## config.mk

```make
export PLATFORM = sky130hd
export DESIGN_NAME = demo_packet_stream_walker_core
export DESIGN_NICKNAME = d
export VERILOG_FILES = /design/src/design/dpsw_pkg.sv /design/src/design/demo_packet_stream_walker_core.sv /design/src/design/dpsw_in_stage.sv /design/src/design/dpsw_walker.sv /design/src/design/dpsw_out_stage.sv
export SDC_FILE = /design/constraint.sdc
export NUM_CORES = 1
export LEC_CHECK = 0
export BUFFER_PORTS_ARGS = -buffer_cell sky130_fd_sc_hd__buf_2
export CORE_ASPECT_RATIO = 1.25
export CORE_UTILIZATION = 45
export CTS_CLUSTER_DIAMETER = 200
export DETAILED_ROUTE_END_ITERATION = 6
export GPL_ROUTABILITY_DRIVEN = 0
export PLACE_DENSITY_LB_ADDON = 0.08
export SLEW_MARGIN = 20
export SYNTH_ARGS = -nofsm -noshare
export SYNTH_HDL_FRONTEND = slang
export SYNTH_SLANG_ARGS = --single-unit
```

## constraint.sdc

```tcl
create_clock -name clk -period 12.95 [get_ports clk]
set_input_delay 3.885 -clock clk [delete_from_list [all_inputs] [get_ports clk]]
set_output_delay 3.885 -clock clk [all_outputs]
set_load 0.02 [all_outputs]
```

## src/design/dpsw_pkg.sv

```systemverilog
`default_nettype none

package dpsw_pkg;

    // field and register widths
    localparam int BYTE_W     = 8;
    localparam int COUNT_W    = 24;
    localparam int WORD_W     = 32;
    localparam int PKT_CNT_W  = 20;
    localparam int LIMIT_W    = 20;
    localparam int PAYLOAD_W  = 24;
    localparam int DUR_W      = 28;
    localparam int CAUSE_W    = 3;
    localparam int CFG_DATA_W = 24;

    // archive packet layout
    localparam logic [COUNT_W-1:0] ARCHIVE_LAST      = 24'd184;
    localparam logic [COUNT_W-1:0] ARCHIVE_STAMP_POS = 24'd37;
    localparam logic [COUNT_W-1:0] ARCHIVE_TIME_END  = 24'd41;
    localparam logic [COUNT_W-1:0] ARCHIVE_FLAG_POS  = 24'd53;
    localparam logic [COUNT_W-1:0] ARCHIVE_GATE_END  = 24'd57;
    localparam logic [COUNT_W-1:0] GATE_EXTRA        = 24'd6;
    localparam logic [COUNT_W-1:0] PREFIX_SHORT      = 24'd4;
    localparam logic [COUNT_W-1:0] PREFIX_LONG       = 24'd8;

    // packet type codes
    localparam logic [BYTE_W-1:0] TYPE_END     = 8'd0;
    localparam logic [BYTE_W-1:0] TYPE_ARCHIVE = 8'd1;
    localparam logic [BYTE_W-1:0] TYPE_SHORT   = 8'd2;
    localparam logic [BYTE_W-1:0] TYPE_LONG    = 8'd3;

    // one day in milliseconds
    localparam logic [WORD_W:0] DAY_MS = 33'd86400000;

    // register reset values
    localparam logic [LIMIT_W-1:0]   PACKET_LIMIT_RESET = 20'd400000;
    localparam logic [PAYLOAD_W-1:0] MAX_PAYLOAD_RESET  = 24'h020000;

    // configuration register indexes
    localparam logic CFG_PACKET_LIMIT = 1'b0;
    localparam logic CFG_MAX_PAYLOAD  = 1'b1;

    typedef enum logic [2:0] {
        PH_TYPE    = 3'd0,
        PH_ARCHIVE = 3'd1,
        PH_GATE    = 3'd2,
        PH_PREFIX  = 3'd3,
        PH_LEN     = 3'd4,
        PH_PAYLOAD = 3'd5
    } phase_t;

    typedef enum logic [CAUSE_W-1:0] {
        CAUSE_END_MARK  = 3'd0,
        CAUSE_BAD_TYPE  = 3'd1,
        CAUSE_TOO_LONG  = 3'd2,
        CAUSE_INPUT_END = 3'd3,
        CAUSE_LIMIT     = 3'd4
    } cause_t;

    typedef struct packed {
        logic [BYTE_W-1:0] stream_byte;
        logic              stream_end;
    } item_t;

    typedef struct packed {
        logic             valid;
        logic [DUR_W-1:0] duration;
        cause_t           cause;
    } result_t;

endpackage

`default_nettype wire

```

## src/design/demo_packet_stream_walker_core.sv

```systemverilog
// result path: the item that stops the walk is first held in the input register, then
//   stepped and its result loaded into the result register once that register has space
// throughput: one item per cycle; each item is stepped combinationally between the
//   input register and the result register; a result left waiting in the result register
//   holds the walker, and input stalls once the input register is full
// reset: asynchronous active low; the walk restarts awaiting a type byte with all
//   counters and times cleared, packet_limit 400000 and max_payload 0x20000
`default_nettype none

module demo_packet_stream_walker_core
    import dpsw_pkg::*;
(
    input  wire logic                  clk,
    input  wire logic                  rst_n,
    input  wire logic                  cfg_we,
    input  wire logic                  cfg_index,
    input  wire logic [CFG_DATA_W-1:0] cfg_data,
    input  wire logic                  stream_valid,
    output logic                       stream_ready,
    input  wire logic [BYTE_W-1:0]     stream_byte,
    input  wire logic                  stream_end,
    output logic                       result_valid,
    input  wire logic                  result_ready,
    output logic signed [DUR_W-1:0]    walk_span,
    output logic [CAUSE_W-1:0]         stop_cause
);

    logic [LIMIT_W-1:0]   packet_limit_reg;
    logic [PAYLOAD_W-1:0] max_payload_reg;
    item_t                item_in;
    item_t                held_item;
    logic                 held_valid;
    logic                 out_space;
    logic                 advance;
    result_t              step_result;
    logic [DUR_W-1:0]     out_duration;
    cause_t               out_cause;

    // configuration registers
    always_ff @(posedge clk or negedge rst_n)
    begin
        if (!rst_n)
        begin
            packet_limit_reg <= PACKET_LIMIT_RESET;
            max_payload_reg  <= MAX_PAYLOAD_RESET;
        end
        else if (cfg_we)
        begin
            if (cfg_index == CFG_MAX_PAYLOAD)
            begin
                max_payload_reg <= cfg_data[PAYLOAD_W-1:0];
            end
            else
            begin
                packet_limit_reg <= cfg_data[LIMIT_W-1:0];
            end
        end
    end

    assign item_in.stream_byte = stream_byte;
    assign item_in.stream_end  = stream_end;

    // the held item steps when the result register can take its result
    assign advance = held_valid && out_space;

    dpsw_in_stage u_in_stage (
        .clk          (clk),
        .rst_n        (rst_n),
        .stream_valid (stream_valid),
        .stream_ready (stream_ready),
        .item_in      (item_in),
        .take         (advance),
        .held_valid   (held_valid),
        .held_item    (held_item)
    );

    dpsw_walker u_walker (
        .clk          (clk),
        .rst_n        (rst_n),
        .step         (advance),
        .item         (held_item),
        .packet_limit (packet_limit_reg),
        .max_payload  (max_payload_reg),
        .result       (step_result)
    );

    dpsw_out_stage u_out_stage (
        .clk          (clk),
        .rst_n        (rst_n),
        .load         (advance),
        .result       (step_result),
        .result_ready (result_ready),
        .result_valid (result_valid),
        .space        (out_space),
        .duration     (out_duration),
        .cause        (out_cause)
    );

    assign walk_span  = $signed(out_duration);
    assign stop_cause = out_cause;

endmodule

`default_nettype wire

```

## src/design/dpsw_in_stage.sv

```systemverilog
`default_nettype none

module dpsw_in_stage
    import dpsw_pkg::*;
(
    input  wire logic  clk,
    input  wire logic  rst_n,
    input  wire logic  stream_valid,
    output logic       stream_ready,
    input  wire item_t item_in,
    input  wire logic  take,
    output logic       held_valid,
    output item_t      held_item
);

    logic  valid_reg;
    logic  valid_next;
    item_t item_reg;

    // space when empty or when the held item moves on this cycle
    assign stream_ready = !valid_reg || take;
    assign valid_next   = stream_valid || (valid_reg && !take);

    always_ff @(posedge clk or negedge rst_n)
    begin
        if (!rst_n)
        begin
            valid_reg <= 1'b0;
        end
        else
        begin
            valid_reg <= valid_next;
        end
    end

    // payload capture
    always_ff @(posedge clk)
    begin
        if (stream_valid && stream_ready)
        begin
            item_reg <= item_in;
        end
    end

    assign held_valid = valid_reg;
    assign held_item  = item_reg;

endmodule

`default_nettype wire

```

## src/design/dpsw_walker.sv

```systemverilog
`default_nettype none

module dpsw_walker
    import dpsw_pkg::*;
(
    input  wire logic                 clk,
    input  wire logic                 rst_n,
    input  wire logic                 step,
    input  wire item_t                item,
    input  wire logic [LIMIT_W-1:0]   packet_limit,
    input  wire logic [PAYLOAD_W-1:0] max_payload,
    output result_t                   result
);

    phase_t               phase_reg, phase_next;
    logic [COUNT_W-1:0]   byte_count_reg, byte_count_next;
    logic [WORD_W-1:0]    length_word_reg, length_word_next;
    logic [WORD_W-1:0]    time_capture_reg, time_capture_next;
    logic                 gate_nonzero_reg, gate_nonzero_next;
    logic [WORD_W-1:0]    first_time_reg, first_time_next;
    logic [WORD_W-1:0]    last_time_reg, last_time_next;
    logic                 have_first_reg, have_first_next;
    logic [PKT_CNT_W-1:0] packet_count_reg, packet_count_next;
    logic                 walk_stopped_reg, walk_stopped_next;

    logic [COUNT_W-1:0]   count_dec;
    logic [PKT_CNT_W-1:0] count_inc;
    logic [WORD_W-1:0]    byte_wide;
    logic [WORD_W-1:0]    len_merged;
    logic [1:0]           time_lane;
    logic                 limit_hit;
    logic                 emit_req;
    logic                 done_req;
    logic                 clear_req;
    cause_t               cause;
    logic [WORD_W:0]      diff;
    logic                 diff_ok;

    // helpers for the step logic; count_dec is shared by several phases
    assign count_dec  = (byte_count_reg != '0) ? (byte_count_reg - 24'd1) : '0;
    assign count_inc  = (packet_count_reg != '1) ? (packet_count_reg + 20'd1)
                                                 : packet_count_reg;
    assign byte_wide  = {24'd0, item.stream_byte};
    assign len_merged = length_word_reg | (byte_wide << {byte_count_reg[1:0], 3'b000});
    assign time_lane  = byte_count_reg[1:0] - 2'd1;
    assign limit_hit  = (packet_count_reg >= packet_limit);

    // step logic for one item
    always_comb
    begin
        phase_next        = phase_reg;
        byte_count_next   = byte_count_reg;
        length_word_next  = length_word_reg;
        time_capture_next = time_capture_reg;
        gate_nonzero_next = gate_nonzero_reg;
        first_time_next   = first_time_reg;
        last_time_next    = last_time_reg;
        have_first_next   = have_first_reg;
        packet_count_next = packet_count_reg;
        walk_stopped_next = walk_stopped_reg;
        emit_req          = 1'b0;
        done_req          = 1'b0;
        clear_req         = 1'b0;
        cause             = CAUSE_END_MARK;

        if (step)
        begin
            if (item.stream_end)
            begin
                clear_req = 1'b1;
                if (!walk_stopped_reg)
                begin
                    emit_req = 1'b1;
                    cause    = (phase_reg == PH_TYPE && limit_hit) ? CAUSE_LIMIT
                                                                   : CAUSE_INPUT_END;
                end
            end
            else if (!walk_stopped_reg)
            begin
                unique case (phase_reg)
                    PH_TYPE:
                    begin
                        if (limit_hit)
                        begin
                            emit_req = 1'b1;
                            cause    = CAUSE_LIMIT;
                        end
                        else if (item.stream_byte == TYPE_END)
                        begin
                            emit_req = 1'b1;
                            cause    = CAUSE_END_MARK;
                        end
                        else if (item.stream_byte == TYPE_ARCHIVE)
                        begin
                            phase_next        = PH_ARCHIVE;
                            byte_count_next   = 24'd1;
                            time_capture_next = '0;
                            gate_nonzero_next = 1'b0;
                        end
                        else if (item.stream_byte == TYPE_SHORT
                                 || item.stream_byte == TYPE_LONG)
                        begin
                            phase_next       = PH_PREFIX;
                            byte_count_next  = (item.stream_byte == TYPE_LONG) ? PREFIX_LONG
                                                                             : PREFIX_SHORT;
                            length_word_next = '0;
                        end
                        else
                        begin
                            emit_req = 1'b1;
                            cause    = CAUSE_BAD_TYPE;
                        end
                    end
                    PH_ARCHIVE:
                    begin
                        // little-endian time capture
                        if (byte_count_reg >= ARCHIVE_STAMP_POS
                            && byte_count_reg < ARCHIVE_TIME_END)
                        begin
                            time_capture_next = time_capture_reg
                                | (byte_wide << {time_lane, 3'b000});
                        end
                        if (byte_count_reg >= ARCHIVE_FLAG_POS
                            && byte_count_reg < ARCHIVE_GATE_END
                            && item.stream_byte != '0)
                        begin
                            gate_nonzero_next = 1'b1;
                        end
                        if (byte_count_reg >= ARCHIVE_LAST)
                        begin
                            if (!have_first_reg)
                            begin
                                first_time_next = time_capture_reg;
                            end
                            have_first_next = 1'b1;
                            last_time_next  = time_capture_reg;
                            if (gate_nonzero_reg)
                            begin
                                phase_next      = PH_GATE;
                                byte_count_next = GATE_EXTRA;
                            end
                            else
                            begin
                                done_req = 1'b1;
                            end
                        end
                        else
                        begin
                            byte_count_next = byte_count_reg + 24'd1;
                        end
                    end
                    PH_GATE, PH_PAYLOAD:
                    begin
                        byte_count_next = count_dec;
                        if (count_dec == '0)
                        begin
                            done_req = 1'b1;
                        end
                    end
                    PH_PREFIX:
                    begin
                        byte_count_next = count_dec;
                        if (count_dec == '0)
                        begin
                            phase_next       = PH_LEN;
                            length_word_next = '0;
                        end
                    end
                    PH_LEN:
                    begin
                        length_word_next = len_merged;
                        if (byte_count_reg[1:0] == 2'd3)
                        begin
                            if (len_merged > {8'd0, max_payload})
                            begin
                                emit_req = 1'b1;
                                cause    = CAUSE_TOO_LONG;
                            end
                            else if (len_merged == '0)
                            begin
                                done_req = 1'b1;
                            end
                            else
                            begin
                                phase_next      = PH_PAYLOAD;
                                byte_count_next = len_merged[COUNT_W-1:0];
                            end
                        end
                        else
                        begin
                            byte_count_next = byte_count_reg + 24'd1;
                        end
                    end
                    default:
                    begin
                        phase_next      = PH_TYPE;
                        byte_count_next = '0;
                    end
                endcase
            end
        end

        // packet complete: count it and check the limit
        if (done_req)
        begin
            packet_count_next = count_inc;
            phase_next        = PH_TYPE;
            byte_count_next   = '0;
            if (count_inc >= packet_limit)
            begin
                emit_req = 1'b1;
                cause    = CAUSE_LIMIT;
            end
        end

        if (emit_req)
        begin
            walk_stopped_next = 1'b1;
        end

        // duration from the times as they stand after this item
        diff    = {last_time_next[WORD_W-1], last_time_next}
                - {first_time_next[WORD_W-1], first_time_next};
        diff_ok = have_first_next && !diff[WORD_W] && (diff != '0) && (diff < DAY_MS);

        // end of input clears the walk
        if (clear_req)
        begin
            phase_next        = PH_TYPE;
            byte_count_next   = '0;
            length_word_next  = '0;
            time_capture_next = '0;
            gate_nonzero_next = 1'b0;
            first_time_next   = '0;
            last_time_next    = '0;
            have_first_next   = 1'b0;
            packet_count_next = '0;
            walk_stopped_next = 1'b0;
        end

        result.valid    = emit_req;
        result.duration = diff_ok ? diff[DUR_W-1:0] : '1;
        result.cause    = cause;
    end

    // walk state
    always_ff @(posedge clk or negedge rst_n)
    begin
        if (!rst_n)
        begin
            phase_reg        <= PH_TYPE;
            byte_count_reg   <= '0;
            length_word_reg  <= '0;
            time_capture_reg <= '0;
            gate_nonzero_reg <= 1'b0;
            first_time_reg   <= '0;
            last_time_reg    <= '0;
            have_first_reg   <= 1'b0;
            packet_count_reg <= '0;
            walk_stopped_reg <= 1'b0;
        end
        else
        begin
            phase_reg        <= phase_next;
            byte_count_reg   <= byte_count_next;
            length_word_reg  <= length_word_next;
            time_capture_reg <= time_capture_next;
            gate_nonzero_reg <= gate_nonzero_next;
            first_time_reg   <= first_time_next;
            last_time_reg    <= last_time_next;
            have_first_reg   <= have_first_next;
            packet_count_reg <= packet_count_next;
            walk_stopped_reg <= walk_stopped_next;
        end
    end

endmodule

`default_nettype wire

```

## src/design/dpsw_out_stage.sv

```systemverilog
`default_nettype none

module dpsw_out_stage
    import dpsw_pkg::*;
(
    input  wire logic    clk,
    input  wire logic    rst_n,
    input  wire logic    load,
    input  wire result_t result,
    input  wire logic    result_ready,
    output logic         result_valid,
    output logic         space,
    output logic [DUR_W-1:0] duration,
    output cause_t       cause
);

    logic             valid_reg;
    logic             valid_next;
    logic [DUR_W-1:0] duration_reg;
    cause_t           cause_reg;

    // free when empty or being drained this cycle
    assign space      = !valid_reg || result_ready;
    assign valid_next = (load && result.valid) || (valid_reg && !result_ready);

    always_ff @(posedge clk or negedge rst_n)
    begin
        if (!rst_n)
        begin
            valid_reg <= 1'b0;
        end
        else
        begin
            valid_reg <= valid_next;
        end
    end

    // result payload
    always_ff @(posedge clk)
    begin
        if (load && result.valid)
        begin
            duration_reg <= result.duration;
            cause_reg    <= result.cause;
        end
    end

    assign result_valid = valid_reg;
    assign duration     = duration_reg;
    assign cause        = cause_reg;

endmodule

`default_nettype wire
```

=== Word level (Yosys, flattened, before mapping) ===
Index checks and enable logic that the tools add are counted.
W data, S select, Z words.

* Shift operators: 2
* Bitwise operators: 3
* $add $sub $neg: 5
* Multiplexer cells: 124
* Equality and inequality tests: 35
* Reductions and logical operators: 44
* Order comparisons: 9

{| class="wikitable"
|+ Operators by type and width
! cell !! number
|-
| $mux W32 || 30
|-
| $mux W24 || 15
|-
| $pmux W24 S4 || 1
|-
| $pmux W32 S3 || 1
|-
| $mux W3 || 26
|-
| $or A32 B32 Y32 || 2
|-
| $pmux W32 S2 || 1
|-
| $shl A8 B5 Y32 || 2
|-
| $mux W20 || 3
|-
| $ge A24 B6 Y1 const B || 2
|-
| $lt A24 B6 Y1 const B || 2
|-
| $ge A20 B20 Y1 || 2
|-
| $mux W1 || 40
|-
| $lt A33 B27 Y1 const B || 1
|-
| $reduce_bool A33 Y1 || 1
|-
| $sub A32 B32 Y33 || 1
|-
| $gt A32 B24 Y1 || 1
|-
| $logic_not A32 Y1 || 1
|-
| $add A24 B1 Y24 const B || 1
|-
| $ge A24 B8 Y1 const B || 1
|-
| $logic_not A24 Y1 || 1
|-
| $reduce_bool A24 Y1 || 1
|-
| $sub A24 B1 Y24 const B || 1
|-
| $add A20 B1 Y20 const B || 1
|-
| 40 further kinds || 84
|}

* Register bits after elaboration: 264

=== Logic depth before layout (Yosys ltp) ===
* Depth in word-level cells: 14
* Gate-level depth with buffers: 26
* Mapped depth without buffers: 19

=== Modules after synthesis ===
From an unflattened synthesis, not the netlist that was laid out.

* Cells, all modules: 1965
* Area total of the unflattened synthesis: 17476.8 µm²

{| class="wikitable"
|+ Modules (own cells, without submodules)
! module !! area an instance (µm²) !! cells an instance !! times used
|-
| dpsw_walker || 14413.8 || 1822 || 1
|-
| demo_packet_stream_walker_core || 1746.7 || 95 || 1
|-
| dpsw_out_stage || 992.2 || 35 || 1
|-
| dpsw_in_stage || 324.1 || 13 || 1
|}

=== Least setup slack after synthesis ===
OpenSTA, ideal clock, no wires.

* Path type: in2reg
* From: in result_ready
* To: reg u_out_stage.duration_reg[13] (netlist: u_out_stage.duration[13]), data pin
* Slack: 4210 ps
* Setup time: 273 ps
* Path buffers: 4
* Data required time: 12677 ps
* Arrival: 8468 ps
* Stages: 23
* Cells stage by stage: nand2b_1 -> nand4_2 -> a21oi_4 -> buf_2 -> buf_1 -> nand2_1 -> buf_1 -> nand2_1 -> nand2_1 -> ha_1 -> inv_1 -> fa_1 -> inv_1 -> a221o_1 -> nand4_1 -> nand3_2 -> o31a_1 -> o41ai_2 -> mux2i_1 -> a211o_1 -> a211oi_4 -> buf_6 -> nand4_1

* Cells in the longest elaborated chain, start to end: 8

{| class="wikitable"
|+ RTL lines
! what !! line !! text
|-
| from (decl) || demo_packet_stream_walker_core.sv:23 || <nowiki>input wire logic result_ready,</nowiki>
|-
| $logic_or A1 B1 Y1 * || dpsw_out_stage.sv:23 || <nowiki>assign space = !valid_reg || result_ready;</nowiki>
|-
| $logic_and A1 B1 Y1 * || demo_packet_stream_walker_core.sv:64 || <nowiki>assign advance = held_valid && out_space;</nowiki>
|-
| branches (longest 6 deep; another with $sub A32 B32 Y33) || n/a ||
|-
| to (signal assigned) || dpsw_out_stage.sv:43 || <nowiki>duration_reg <= result.duration;</nowiki>
|-
| to (decl) || dpsw_out_stage.sv:19 || <nowiki>logic [DUR_W-1:0] duration_reg;</nowiki>
|}

Mark *: on every way between the ends.
A chain may end at the register's enable or synchronous reset.

=== Worst setup path in the final report ===
* From: in result_ready
* To: reg u_out_stage.duration_reg[6] (netlist: u_out_stage.duration[6]), data pin

Same word-level chain as after synthesis.

==> results.py <==
metrics = {
    "critical_path": {
        "reg2reg_from": "u_walker.byte_count_reg[22]$_DFFE_PN0P_",
        "path_delay_family": "simple AND/OR/NAND/NOR gates",
        "cp_num_buf_inv": 4,
        "path_cells": "buf_2 -> nor2b_1 -> nor4_4 -> o21ai_4 -> buf_4 -> nor2_1 -> nand2_1 -> nand2_1 -> ha_1 -> inv_1 -> fa_1 -> inv_1 -> a221o_1 -> nand4_1 -> nand3_2 -> o211a_1 -> xnor2_1 -> and4b_1 -> and4b_1 -> a211oi_4 -> o2111ai_1",
        "reg2reg_slack_ns": 6.20,
        "cp_data_required_time_ns": 13.21,
        "rr_worst_depth": 20,
        "cpMaxStageDelayCell": "a211oi_4",
        "critPathMaxStageDelay_ns": 0.86,
        "cp.depth": 21,
        "cp_max_fo": 52,
        "cp-start-kind": "primary input",
        "r2r_end": "u_out_stage.duration[6]$_SDFFCE_PN1P_",
        "cp.arrival_ns": 9.18,
        "criticalPathCategory": "in2reg",
        "end_kind": "flop",
    },
    "grt": {
        "antenna_found_initial": 0,
        "grt_max_degree": 90,
        "grt_first_pass_wirelength_mm": 85.68,
        "track_usage": 0.2657,
        "grt_overflow": 0,
        "grt_pass1_vias": 15414,
    },
    "routing": {
        "ant_nets": 0,
        "route.detailed.drc": 8,
        "routed_wirelength_mm": 52.81,
        "wl_per_cell_um": 20.84,
        "first_pass_iters": 7,
        "dr.first_iter.drc_count": 1109,
        "vias_per_cell": 6.130,
        "vias": 15534,
    },
    "die": {
        "die_width_um": 179.7,
        "ios": 72,
        "start_util": 0.4551,
        "die_h_um": 224.1,
        "core-area_um2": 39020,
        "rows": 81,
        "die-area_um2": 40260,
    },
    "clock_network": {
        "htree_levels": 1,
        "postCtsSetupBuffers": 0,
        "cts.sinks": 264,
        "holdBufCountCts": 0,
        "cts.repair.resized": 0,
        "cts_tree": "done",
        "clk_pin_slew_ns": 0.06,
        "numCtsBuffers": 29,
        "cts_root_buf": "clkbuf_16",
        "cts.path.max_buffers": 3,
        "clk_latency_ns": 0.60,
    },
    "synth": {
        "syn_inst": 2013,
        "synth_top_cell_area_share": 0.3058,
        "synth_nets": 2144,
        "yosysMostFrequentCell": "nand2_1",
        "synth_area_per_cell_um2": 8.821,
        "synthArstFlopShare": 0.8485,
        "synth_top_family_by_area": "compound AO/OA/AOI/OAI gates",
        "ys_types": 102,
        "synth_enable_flop_cells": 40,
        "synth_fa_ha_area_frac": 0.06919,
        "yosys_warnings": 0,
        "synthesis.area_um2": 17760,
        "synthFlopType": "dfrtp_1",
        "synth.area.mux_share": 0.05066,
        "ys_ff_latch": 264,
        "yosys.area_share.simple": 0.1996,
        "synth-compound-area-share": 0.2126,
        "synth_seq_area_share": 0.3838,
        "yosysTopAreaCell": "dfrtp_1",
        "synth_area_leaders": "dfrtp_1 31%, edfxtp_1 6.8%, ha_1 6.4%",
        "synthTopCellsByCount": "265 x nand2_1, 217 x dfrtp_1, 162 x nor2_1, 133 x a21oi_1, 94 x o21ai_0",
        "yosys.area_share.xor_xnor": 0.03502,
    },
    "timing": {
        "tns_ns": 0,
        "setup_violations": 0,
        "fin_hold_ws_ns": 0.4754,
        "slew_viol_final": 0,
        "period_needed_ns": 8.916,
        "tightest_slew_ns": 1.013,
        "hold_viol": 0,
        "skew_ns": 0.02488,
        "max_freq_mhz": 112.2,
        "rsz0062_at_grt": "false",
        "relSlewSlack": 0.3232,
        "timing.final.crit_share": 0.6885,
    },
    "layout": {
        "num_antenna_cells": 0,
        "drive_gt1_frac": 0.1071,
        "syn_to_final_growth_pct": 9.174,
        "nets": 2144,
    },
    "min_path": {
        "hold_start": "u_walker.length_word_reg[13]$_DFFE_PN0P_",
        "hold-path-endpoint": "u_walker.length_word_reg[13]$_DFFE_PN0P_",
        "whs_path_depth": 2,
        "hold_path_class": "reg2reg",
    },
    "power": {
        "leakage_uw": 0.008778,
        "p_per_area_nw_per_um2": 167.3,
        "vdd_ir_drop_max_v": 0.0001177,
    },
    "placement": {
        "port_buffers": 71,
        "dp_hpwl_mm": 38.95,
    },
    "outcome": {
        "violations": "design-rule violations",
        "outcome": "complete, but fails checks",
    },
    "flow_run": {
        "max_cap_viol_count": 0,
    },
}
==> stage by stage <==
step	setup WS (ns)	cell area [um2]	power, uW	utilization	std cells
3_5_place_dp	3.455	18370	2376	0.4709	2478
6_report	4.034	19390	3243	0.4968	2534
3_3_place_gp	3.597	18370	2366	0.4709	2478
2_1_floorplan	4.210	17760	1996	-	2013
5_1_grt	3.572	19390	3434	0.4968	2534
4_1_cts	4.069	19340	3240	0.4958	2532
==> kinds of logic after synthesis <==
kind of cell | Yosys count
compound gates | 547
xor+xnor | 71
fa+ha+maj | 99
buf+inv | 213
flops | 264
mux | 85
simple gates | 734
==> report_power, final <==
part | total [uW] | switching (uW) | internal, uW
registers | 1000 | 87.7 | 914
logic | 1400 | 949 | 446
clock network | 846 | 357 | 489
==> worst reg2reg max path: cells and delay by family (launching register included) <==
kind	cells	cell delay [ns]
AO/OA/AOI/OAI	7	2.74
adder cells (fa/ha/maj)	2	0.41
buffers and inverters	3	0.65
AND/OR/NAND/NOR	7	2.06
flip-flops	1	0.46
multiplexers	1	0.12
==> cell usage in the layout (no fill, tap or decap), drive strengths merged, types with 14 or more instances in the layout <==
cell	count
or3	18
ha	91
xor2	25
edfxtp	40
nand2b	21
nor2	162
o2bb2ai	44
nand4	45
a21oi	136
mux2	39
a31oi	22
a41oi	16
o21ai	104
xnor2	46
a21o	41
buf	88
nor3	39
o21a	18
a211oi	17
nand3	63
clkbuf	42
inv	97
dfrtp	217
nor4	26
and2	14
and3	23
o31ai	27
nand2	265
nor2b	24
mux2i	46
==> worst max path at each step <==
stage                       startpoint                                     end  slack [ns]
after floorplan           result_ready  u_out_stage.duration[13]$_SDFFCE_PN1P_        4.21
after detailed placement  result_ready   u_out_stage.duration[6]$_SDFFCE_PN1P_        3.46
after CTS                 result_ready   u_out_stage.duration[6]$_SDFFCE_PN1P_        4.07
after global placement    result_ready   u_out_stage.duration[6]$_SDFFCE_PN1P_        3.60
after global routing      result_ready   u_out_stage.duration[6]$_SDFFCE_PN1P_        3.57
final                     result_ready   u_out_stage.duration[6]$_SDFFCE_PN1P_        4.03
==> layout make-up <==
cell class                      count  area, um2
Clock inverter                     12      135.1
Multi-Input combinational cell   1536      10100
Clock buffer                       42      834.6
Inverter                           94      352.8
Fill cell                        3723      19630
Tap cell                          498      623.1
Timing Repair Buffer               88      520.5
Sequential cell                   264       6815
==> per-layer routing <==
layer / global-route usage / wire, um / vias up / part of all wire
met2: 0.4718 / 26340 / 486 / 0.50
met5: 0 / 0 / - / 0
met4: 0.1132 / 1987 / 0 / 0.038
met3: 0.02943 / 2494 / 113 / 0.047
met1: 0.3267 / 21990 / 7570 / 0.42
li1: - / - / 7365 / -
Power figures use the tool's default switching activity.
